[src/rtl/assert_macros.svh]
// Assertion macros for the RTL of the voice stream block, included by the frame core.
`ifndef ASSERT_MACROS_SVH
`define ASSERT_MACROS_SVH

// Clocked property, disabled while reset is high.
`define ASSERT_CLK(lbl, clk, rst, prop, msg) \
  lbl: assert property (@(posedge clk) disable iff (rst) (prop)) else $error(msg);

// An expression that must never be true at a clock edge outside reset.
`define ASSERT_NEVER(lbl, clk, rst, expr, msg) \
  `ASSERT_CLK(lbl, clk, rst, !(expr), msg)

`endif

[src/rtl/vgvs_pkg.sv]
// Package of the voice stream block: widths, register indexes, reset values and beat types.
package vgvs_pkg;

  localparam int FRAME_SAMPLES = 160;
  localparam int IDX_W = (FRAME_SAMPLES > 1) ? $clog2(FRAME_SAMPLES) : 1;

  localparam int SAMPLE_W = 16;
  localparam int PCT_W = 7;
  localparam int THR_W = 15;
  localparam int RUN_W = 10;
  localparam int ENERGY_W = 40;
  localparam int THR_SQ_W = 2 * THR_W;
  localparam int LIM_W = THR_SQ_W + $clog2(FRAME_SAMPLES + 1);

  localparam int CFG_IDX_W = 8;
  localparam int CFG_DATA_W = THR_W;

  typedef logic [CFG_IDX_W-1:0] cfg_index_t;
  localparam cfg_index_t CFG_PUSH_TO_TALK_MODE = cfg_index_t'(0);
  localparam cfg_index_t CFG_WAKE_THRESHOLD_PCT = cfg_index_t'(1);
  localparam cfg_index_t CFG_ENERGY_THRESHOLD = cfg_index_t'(2);
  localparam cfg_index_t CFG_SILENCE_FRAME_LIMIT = cfg_index_t'(3);

  localparam logic [PCT_W-1:0] RST_WAKE_THRESHOLD = PCT_W'(50);
  localparam logic [THR_W-1:0] RST_ENERGY_THRESHOLD = THR_W'(300);
  localparam logic [RUN_W-1:0] RST_SILENCE_LIMIT = RUN_W'(80);
  localparam logic [RUN_W-1:0] RUN_MAX = {RUN_W{1'b1}};

  typedef struct packed {
    logic signed [SAMPLE_W-1:0] sample;
    logic [PCT_W-1:0] wake_confidence_pct;
    logic muted;
    logic paused;
    logic ptt_pressed;
  } item_t;

  typedef struct packed {
    logic forward_valid;
    logic signed [SAMPLE_W-1:0] sample_out;
    logic stream_end;
    logic streaming;
    logic frame_last;
  } result_t;

  // Settings handed from the register bank to the frame core.
  typedef struct packed {
    logic ptt_mode;
    logic [PCT_W-1:0] wake_threshold;
    logic [RUN_W-1:0] silence_limit;
    logic [LIM_W-1:0] energy_limit;
  } cfg_t;

endpackage

[src/rtl/vgvs_frame_core.sv]
// Frame state and per-sample decision logic of the voice stream block.
`include "assert_macros.svh"

module vgvs_frame_core (
  input  logic             clk,
  input  logic             rst,
  input  logic             step,
  input  vgvs_pkg::item_t   item,
  input  vgvs_pkg::cfg_t    cfg,
  output vgvs_pkg::result_t result
);

  logic                            stream_state, stream_state_next;
  logic [vgvs_pkg::RUN_W-1:0]      silent_run, silent_run_next;
  logic [vgvs_pkg::IDX_W-1:0]      sample_index, sample_index_next;
  logic [vgvs_pkg::ENERGY_W-1:0]   energy_sum, energy_sum_next;
  logic                            prev_button, prev_button_next;
  logic                            flag_muted, flag_paused, flag_ptt;
  logic                            flag_muted_next, flag_paused_next, flag_ptt_next;
  logic                            frame_forward, frame_forward_next;

  logic                            first, last, ended;
  logic [vgvs_pkg::SAMPLE_W-1:0]   mag;
  logic [2*vgvs_pkg::SAMPLE_W-1:0] sq;
  logic [vgvs_pkg::RUN_W-1:0]      run_inc;
  logic                            silent;

  assign first = (sample_index == '0);
  assign last  = ({1'b0, sample_index} >= (vgvs_pkg::IDX_W + 1)'(vgvs_pkg::FRAME_SAMPLES - 1));

  // Magnitude as unsigned, so the most negative sample squares correctly.
  assign mag = item.sample[vgvs_pkg::SAMPLE_W-1] ? (~item.sample + 1'b1) : item.sample;
  assign sq  = mag * mag;

  assign energy_sum_next = (first ? '0 : energy_sum) + vgvs_pkg::ENERGY_W'(sq);
  assign silent = energy_sum_next < vgvs_pkg::ENERGY_W'(cfg.energy_limit);
  assign run_inc = (silent_run < vgvs_pkg::RUN_MAX) ? silent_run + 1'b1 : silent_run;

  always_comb begin
    stream_state_next = stream_state;
    silent_run_next   = silent_run;
    prev_button_next  = prev_button;
    flag_muted_next   = flag_muted;
    flag_paused_next  = flag_paused;
    flag_ptt_next     = flag_ptt;
    frame_forward_next = frame_forward;
    ended = 1'b0;

    if (first) begin
      flag_muted_next    = item.muted;
      flag_paused_next   = item.paused;
      flag_ptt_next      = item.ptt_pressed;
      frame_forward_next = 1'b0;
      if (item.muted) begin
        stream_state_next = 1'b0;
        prev_button_next  = 1'b0;
      end else if (!item.paused) begin
        if (cfg.ptt_mode) begin
          if (!prev_button && item.ptt_pressed) begin
            stream_state_next = 1'b1;
          end
          frame_forward_next = (stream_state || (!prev_button && item.ptt_pressed))
                               && item.ptt_pressed;
        end else begin
          frame_forward_next = stream_state;
        end
      end
    end

    if (last && !flag_muted_next && !flag_paused_next) begin
      if (cfg.ptt_mode) begin
        if (prev_button_next && !flag_ptt_next && stream_state_next) begin
          stream_state_next = 1'b0;
          ended = 1'b1;
        end
        prev_button_next = flag_ptt_next;
      end else if (!stream_state_next) begin
        if (item.wake_confidence_pct >= cfg.wake_threshold) begin
          stream_state_next = 1'b1;
          silent_run_next   = '0;
        end
      end else if (silent) begin
        silent_run_next = run_inc;
        if (run_inc >= cfg.silence_limit) begin
          silent_run_next   = '0;
          stream_state_next = 1'b0;
          ended = 1'b1;
        end
      end else begin
        silent_run_next = '0;
      end
    end

    sample_index_next = last ? '0 : sample_index + 1'b1;
  end

  assign result.forward_valid = frame_forward_next;
  assign result.sample_out    = item.sample;
  assign result.stream_end    = ended;
  assign result.streaming     = stream_state_next;
  assign result.frame_last    = last;

  always_ff @(posedge clk) begin
    if (rst) begin
      stream_state  <= 1'b0;
      silent_run    <= '0;
      sample_index  <= '0;
      energy_sum    <= '0;
      prev_button   <= 1'b0;
      flag_muted    <= 1'b0;
      flag_paused   <= 1'b0;
      flag_ptt      <= 1'b0;
      frame_forward <= 1'b0;
    end else if (step) begin
      stream_state  <= stream_state_next;
      silent_run    <= silent_run_next;
      sample_index  <= sample_index_next;
      energy_sum    <= energy_sum_next;
      prev_button   <= prev_button_next;
      flag_muted    <= flag_muted_next;
      flag_paused   <= flag_paused_next;
      flag_ptt      <= flag_ptt_next;
      frame_forward <= frame_forward_next;
    end
  end

  `ASSERT_CLK(a_wrap_after_last, clk, rst, step && last |=> sample_index == '0,
              "sample index did not wrap after the closing sample of a frame")
  `ASSERT_CLK(a_index_steps, clk, rst,
              step && !last |=> sample_index == $past(sample_index) + 1'b1,
              "sample index did not advance by one")
  `ASSERT_CLK(a_end_goes_idle, clk, rst, step && ended |=> !stream_state,
              "stream end was flagged but the block kept streaming")

endmodule

[src/rtl/vad_gated_voice_stream.sv]
// Top level of the energy-gated voice stream block: handshakes, registers, pipeline.
//
// Mono samples enter one beat at a time and are grouped into frames of
// vgvs_pkg::FRAME_SAMPLES samples; every input beat yields exactly one result
// beat carrying the sample, whether it is to be forwarded, the streaming state,
// a frame-closing mark and a stream-end mark. The block sustains one sample per
// clock while the output is not stalled: a beat is taken into an input register,
// its decision is made there by the frame core, and the result sits in an output
// register until the consumer takes it, so a stalled output holds at most one
// further beat in the input register. The per-cycle path is one 16 by 16 squarer
// feeding the 40-bit energy accumulator and its compare against the energy limit.
// Configuration is written over its own channel, which is always ready; the
// energy threshold is squared into a register on write and then scaled by the
// frame length into the energy limit register, from which it takes effect.
// Writes to indexes beyond the four registers are accepted and ignored.

module vad_gated_voice_stream (
  input  logic                          clk,
  input  logic                          rst,
  input  logic                          item_valid,
  output logic                          item_ready,
  input  vgvs_pkg::item_t                item,
  output logic                          result_valid,
  input  logic                          result_ready,
  output vgvs_pkg::result_t              result,
  input  logic                          cfg_valid,
  output logic                          cfg_ready,
  input  vgvs_pkg::cfg_index_t           cfg_index,
  input  logic [vgvs_pkg::CFG_DATA_W-1:0] cfg_data
);

  // Configuration registers. The energy threshold is kept only as its square
  // and as the full energy limit, threshold squared times frame length.
  logic                            ptt_mode;
  logic [vgvs_pkg::PCT_W-1:0]      wake_threshold;
  logic [vgvs_pkg::RUN_W-1:0]      silence_limit;
  logic [vgvs_pkg::THR_SQ_W-1:0]   thr_sq;
  logic [vgvs_pkg::LIM_W-1:0]      energy_limit;
  logic [vgvs_pkg::THR_SQ_W-1:0]   thr_sq_write;
  logic                            cfg_write;

  // Input pipeline register, its handshake and the signals around the frame core.
  logic                            s1_valid;
  vgvs_pkg::item_t                  s1_item;
  logic                            advance;
  vgvs_pkg::cfg_t                   core_cfg;
  vgvs_pkg::result_t                core_result;

  assign cfg_ready = 1'b1;
  assign cfg_write = cfg_valid && cfg_ready;
  assign thr_sq_write = vgvs_pkg::THR_SQ_W'(cfg_data) * vgvs_pkg::THR_SQ_W'(cfg_data);

  always_ff @(posedge clk) begin
    if (rst) begin
      ptt_mode       <= 1'b0;
      wake_threshold <= vgvs_pkg::RST_WAKE_THRESHOLD;
      silence_limit  <= vgvs_pkg::RST_SILENCE_LIMIT;
      thr_sq         <= vgvs_pkg::THR_SQ_W'(vgvs_pkg::RST_ENERGY_THRESHOLD)
                        * vgvs_pkg::THR_SQ_W'(vgvs_pkg::RST_ENERGY_THRESHOLD);
      energy_limit   <= vgvs_pkg::LIM_W'(vgvs_pkg::RST_ENERGY_THRESHOLD)
                        * vgvs_pkg::LIM_W'(vgvs_pkg::RST_ENERGY_THRESHOLD)
                        * vgvs_pkg::LIM_W'(vgvs_pkg::FRAME_SAMPLES);
    end else begin
      // The limit follows the squared threshold, taking its new value in the cycle after it changes.
      energy_limit <= vgvs_pkg::LIM_W'(thr_sq) * vgvs_pkg::LIM_W'(vgvs_pkg::FRAME_SAMPLES);
      if (cfg_write) begin
        unique case (cfg_index)
          vgvs_pkg::CFG_PUSH_TO_TALK_MODE:   ptt_mode       <= cfg_data[0];
          vgvs_pkg::CFG_WAKE_THRESHOLD_PCT:  wake_threshold <= cfg_data[vgvs_pkg::PCT_W-1:0];
          vgvs_pkg::CFG_ENERGY_THRESHOLD:    thr_sq         <= thr_sq_write;
          vgvs_pkg::CFG_SILENCE_FRAME_LIMIT: silence_limit  <= cfg_data[vgvs_pkg::RUN_W-1:0];
          default: ;
        endcase
      end
    end
  end

  assign core_cfg.ptt_mode       = ptt_mode;
  assign core_cfg.wake_threshold = wake_threshold;
  assign core_cfg.silence_limit  = silence_limit;
  assign core_cfg.energy_limit   = energy_limit;

  // A held beat moves on whenever the output register is empty or being read.
  assign advance    = s1_valid && (!result_valid || result_ready);
  assign item_ready = !s1_valid || advance;

  always_ff @(posedge clk) begin
    if (rst) begin
      s1_valid     <= 1'b0;
      result_valid <= 1'b0;
    end else begin
      if (item_valid && item_ready) begin
        s1_valid <= 1'b1;
      end else if (advance) begin
        s1_valid <= 1'b0;
      end
      if (advance) begin
        result_valid <= 1'b1;
      end else if (result_ready) begin
        result_valid <= 1'b0;
      end
    end
  end

  always_ff @(posedge clk) begin
    if (item_valid && item_ready) begin
      s1_item <= item;
    end
    if (advance) begin
      result <= core_result;
    end
  end

  vgvs_frame_core u_core (
    .clk    (clk),
    .rst    (rst),
    .step   (advance),
    .item   (s1_item),
    .cfg    (core_cfg),
    .result (core_result)
  );

endmodule
[config.mk]
export PLATFORM = sky130hd
export DESIGN_NAME = vad_gated_voice_stream
export DESIGN_NICKNAME = d
export VERILOG_FILES = /design/src/rtl/vgvs_pkg.sv /design/src/rtl/vgvs_frame_core.sv /design/src/rtl/vad_gated_voice_stream.sv
export VERILOG_INCLUDE_DIRS = /design/src /design/src/rtl
export SDC_FILE = /design/constraint.sdc
export NUM_CORES = 1
export LEC_CHECK = 0
export BUFFER_PORTS_ARGS = -buffer_cell sky130_fd_sc_hd__buf_2
export CAP_MARGIN = 20
export CORE_MARGIN = 3
export CORE_UTILIZATION = 49
export DETAILED_ROUTE_END_ITERATION = 10
export PLACE_DENSITY = 0.64
export SYNTH_ARGS = -nofsm -noshare
export SYNTH_HDL_FRONTEND = slang
export SYNTH_SLANG_ARGS = --single-unit
[constraint.sdc]
create_clock -name clk -period 14.88 [get_ports clk]
set_input_delay 2.232 -clock clk [delete_from_list [all_inputs] [get_ports clk]]
set_output_delay 2.232 -clock clk [all_outputs]
set_load 0.01 [all_outputs]
After elaboration in Yosys (flattened, before gate mapping) --
Index checks and enable logic that the tools add are counted.
Word-level totals: flip-flop bits (word level) 198, logic and storage cells 111
Operators by class: add/subtract/negate cells 4, multiply operators 3, magnitude comparators 5, equality and inequality tests 3, multiplexer cells 40, bitwise gates (word level) 2, reductions and logical operators 27
Operators by type and width (count):
- two-way mux 10 bit | 5
- adder 40 x 32 -> 40 bit | 1
- < comparator 40 x 38 -> 1 bit | 1
- two-way mux 40 bit | 1
- multiplier 30 x 3 -> 33 bit, second input constant | 1
- multiplier 16 x 16 -> 32 bit | 1
- two-way mux 1 bit | 32
- multiplier 15 x 15 -> 30 bit | 1
- adder 16 x 1 -> 16 bit, second input constant | 1
- == test 8 x 2 -> 1 bit, second input constant | 2
- logical NOT 8 bit | 2
- two-way mux 16 bit | 1
- NOT 16 bit | 1
- adder 10 x 1 -> 10 bit, second input constant | 1
- greater-or-equal comparator 10 bit | 1
- < comparator 10 bit, second input constant | 1
- adder 8 x 1 -> 8 bit, second input constant | 1
- == test 8 x 1 -> 1 bit, second input constant | 1
- greater-or-equal comparator 8 bit, second input constant | 1
- logical AND 1 bit | 8
- two-way mux 8 bit | 1
- AND reduction 2 bit | 4
- greater-or-equal comparator 7 bit | 1
- logical NOT 1 bit | 6
- other kinds (4) | 8

Logic depth before layout (Yosys ltp) --
word-level depth 11, gate-level depth with buffers 42

Modules after synthesis --
From an unflattened synthesis, not the netlist that was laid out.
Second synthesis, totals: cell total of the unflattened synthesis 2901, area, all modules 25583.3 µm²
By module, submodules not included:
- vgvs_frame_core | times used 1, cells each 1579, area each 13126.3 µm², sequential area each 1281.2 µm²
- vad_gated_voice_stream | times used 1, cells each 1322, area each 12456.9 µm², sequential area each 3002.9 µm²

Worst setup path after synthesis --
Ideal clock, no wire load.
path type flip-flop to flip-flop, start point register s1_item[13] (netlist name), end point register result[1] (netlist bit) (data pin), data arrival time 9129 ps, required time 14621 ps, setup slack 5491 ps, stages on the path, launching flop included 39, buffers on the path 2, period minus slack after synthesis 9389 ps, path through edfxtp_1 > nor4_1 > nand2b_1 > or3_1 > o41ai_1 > xor2_1 > buf_2 > nor2_1 > inv_1 > fa_1 > inv_1 > fa_1 > inv_1 > fa_1 > inv_1 > fa_1 > fa_1 > inv_1 > [3 not listed] > clkbuf_1 > nand2_1 > or3_1 > o21ai_1 > a31oi_1 > o21bai_1 > a31oi_1 > xnor2_1 > ha_1 > a21o_1 > a21o_1 > a21oi_1 > nand2_1 > o2111ai_1 > a31oi_1 > a311oi_2 > a31o_1 > nand2_1
RTL lines:
- end signal, assigned | RTL line vad_gated_voice_stream.sv:110 | result <= core_result;
- end, declared | RTL line vad_gated_voice_stream.sv:25 | output vgvs_pkg::result_t result,

==> summary.md <==
| Metric | Value |
|---|---|
| Outcome | `finished clean` |
| Vias | `18300` |
| TritonCTS clock tree | `done` |
| Top cell type by total area after synthesis | `fa_1` |
| CTS sink cnt | `roughly 190` |
| Final nets | `3445` |
| Final min period | `11280 ps` |
| Worst-skew pair later-pin latency | `480 ps` |
| Row cnt | `slightly above 80` |
| Clock Path Buffers | `2` |
| Main flop type after synthesis | `dfxtp_1` |
| Die width | `229 µm` |
| Worst-path maximum fanout | `14` |
| CP Capture Type | `register` |
| Avg Inst Size Synth | `around 8.9 µm²` |
| Top post-synthesis cells by count | `inv_1 (497), fa_1 (332), nand2_1 (312), ha_1 (301), nor2_1 (179)` |
| Max Cap Viol | `0` |
| Total negative setup slack | `0 ps` |
| Post-Layout Cell Count | `3435` |
| RSZ-0062 raised after global routing | `no` |
| # port buffers | `75` |
| First-pass GRT wire length | `just under 100000 µm` |
| Vias in the first global route | `19600` |
| DRC | `0` |
| Drt initial violations | `926` |
| Synth Register Bits | `191` |
| Final-report setup violation count | `0` |
| Final period util | `0.758` |
| Hold path cells | `2` |
| I/O Pins | `77` |
| Hold WC Path Type | `reg -> reg` |
| Num CTS Buffers | `17` |
| Yosys warns | `0` |
| Clk slew on worst S/H paths | `80 ps` |
| Die Y | `229 µm` |
| Top cells by area, synth | `fa_1 (27%), ha_1 (15%), dfxtp_1 (12%)` |
| Worst setup path category | `reg -> reg` |
| Max Clk Rate | `between 0.08 and 0.09 GHz` |
| Pin count of the biggest net entering global routing | `68` |
| Hold_buf cts | `0` |
| Full die area | `about 52000 µm²` |
| Gate Count Post-Synth | `2726` |
| Initial antenna violation count | `0` |
| Post-synth top area share | `0.273` |
| Worst-Margin Slew | `1070 ps` |
| Cell mode on critical path | `fa_1` |
| Share of layout cells above drive strength 1 | `0.0534` |
| P&R area growth vs syn | `6.49%` |
| DPL Wire Length | `46500 µm` |
| Post-CTS setup buffers | `0` |
| Slowest cell on the critical path | `a311oi_2` |
| Core Box Area | `49100 µm²` |
| Worst relative slew slack | `0.287` |
| Worst stage delay on the critical path | `870 ps` |
| Final hold vios | `0` |
| Antenna diodes | `0` |
| Router iterations before antenna repair | `5` |
| Initial core utilization | `0.496` |
| Gr ovfl total | `0` |
| Mean routed wirelength per cell | `16.6 µm` |
| CTS root buffer | `clkbuf_16` |
| Seq/Total Area, Yosys | `0.176` |
| GP Congestion | `0.875` |
| Worst-case clock skew | `21.4 ps` |
| Synth async-reset ratio | `0` |
| Drt total wl | `57000 µm` |
| Met1 wire length | `24700 µm` |
| H-Tree Depth | `4` |
| Worst Path Required | `15100 ps` |
| Via density | `about 5.3` |
| Most common cell in the netlist | `inv_1` |
| Placed cell count | `3403` |
| Max-slew violation total from the final report | `0` |
| Post-DRT Antenna Nets | `0` |
| Met2 wire length | `28400 µm` |
| Startpoint types | `register` |
| Overall routing resource usage | `0.228` |
| WP data arrival | `11500 ps` |
| Met3 wire len | `about 2400 µm` |
| Register-to-Register Path Depth | `35` |
| Post-Syn Area | `24300 µm²` |
| CTS resizes | `0` |
| Netlist cell types | `85` |
| Max layer used | `met4` |
| Post-synth EDFFs | `46` |
-- final timing paths --
path / from / to / slack, ps
worst min register to register: u_core.energy_sum[23]$_SDFFE_PP0P_ / u_core.energy_sum[23]$_SDFFE_PP0P_ / 450
worst max register to register: s1_item[10]$_DFFE_PP_ / result[1]$_DFFE_PP_ / 3600
worst max-delay path: s1_item[10]$_DFFE_PP_ / result[1]$_DFFE_PP_ / 3600
worst min-delay path: u_core.energy_sum[23]$_SDFFE_PP0P_ / u_core.energy_sum[23]$_SDFFE_PP0P_ / 450
-- critical path: cells and delay by family (launching register included) --
kind,cells,cell delay (ps)
adders and majority gates,9,4120
AOI/OAI and AO/OA,12,3530
and+or+nand+nor,7,1370
xor gates and xnor gates,2,970
DFF,1,590
buffers and inverters,5,470
-- metal layers --
| metal | vias up | global-route usage |
|---|---|---|
| met4 | 0 | 0.0657 |
| met2 | 407 | 0.408 |
| met5 | - | 0 |
| li1 | 8843 | - |
| met1 | 8955 | 0.285 |
| met3 | 91 | 0.0344 |
-- per-stage QoR --
step / setup slack [ps] / utilization / area (µm²) / hold slack [ps]
final: 3600 / 0.528 / 25900 / 454
after global routing: 2780 / 0.528 / 25900 / 478
after CTS: 3780 / 0.528 / 25900 / 457
after detailed placement: 3790 / 0.517 / 25300 / 447
after global placement: 4030 / 0.517 / 25300 / 439
after floorplan: 5490 / - / 24400 / 432
-- kinds of logic (layout without fill, tap and decap cells) --
logic type	Yosys count	in the layout	share of synthesized area
simple gates	772	772	0.147
buf+inv	592	627	0.0926
other cells	2	12	0.000309
compound gates	410	410	0.110
mux	17	17	0.00709
xor+xnor	109	109	0.0392
flops	191	191	0.176
fa+ha+maj	633	633	0.428
-- layout make-up --
cell class | instances | area [µm²]
Sequential cell | 191 | 4280
Clock inverter | 13 | 146
Timing Repair Buffer | 89 | 483
Multi-Input combinational cell | 1953 | 17800
Inverter | 506 | 1900
Fill cell | 4613 | 23100
Clock buffer | 19 | 433
Tap cell | 664 | 831
-- registers in the layout, summed over array words and instances, names as in the netlist, 7 cells and up --
| name | count |
|---|---|
| u_core.sample_index | 8 |
| silence_limit | 10 |
| energy_limit | 32 |
| thr_sq | 29 |
| result | 20 |
| u_core.energy_sum | 40 |
| s1_item | 26 |
| wake_threshold | 7 |
| u_core.silent_run | 10 |
-- cells in the final DEF, fill, tap and decap left out, types with 61 or more instances in the layout --
cell	instances
a21oi_1	142
inv_1	497
dfxtp_1	145
nand2_1	312
o21ai_0	61
xnor2_1	66
ha_1	301
and2_1	86
fa_1	332
buf_2	74
nor2_1	179
Power is left out: the tool's default activity adds up to more than one toggle a clock period on the data nets, which glitch-free logic cannot reach.
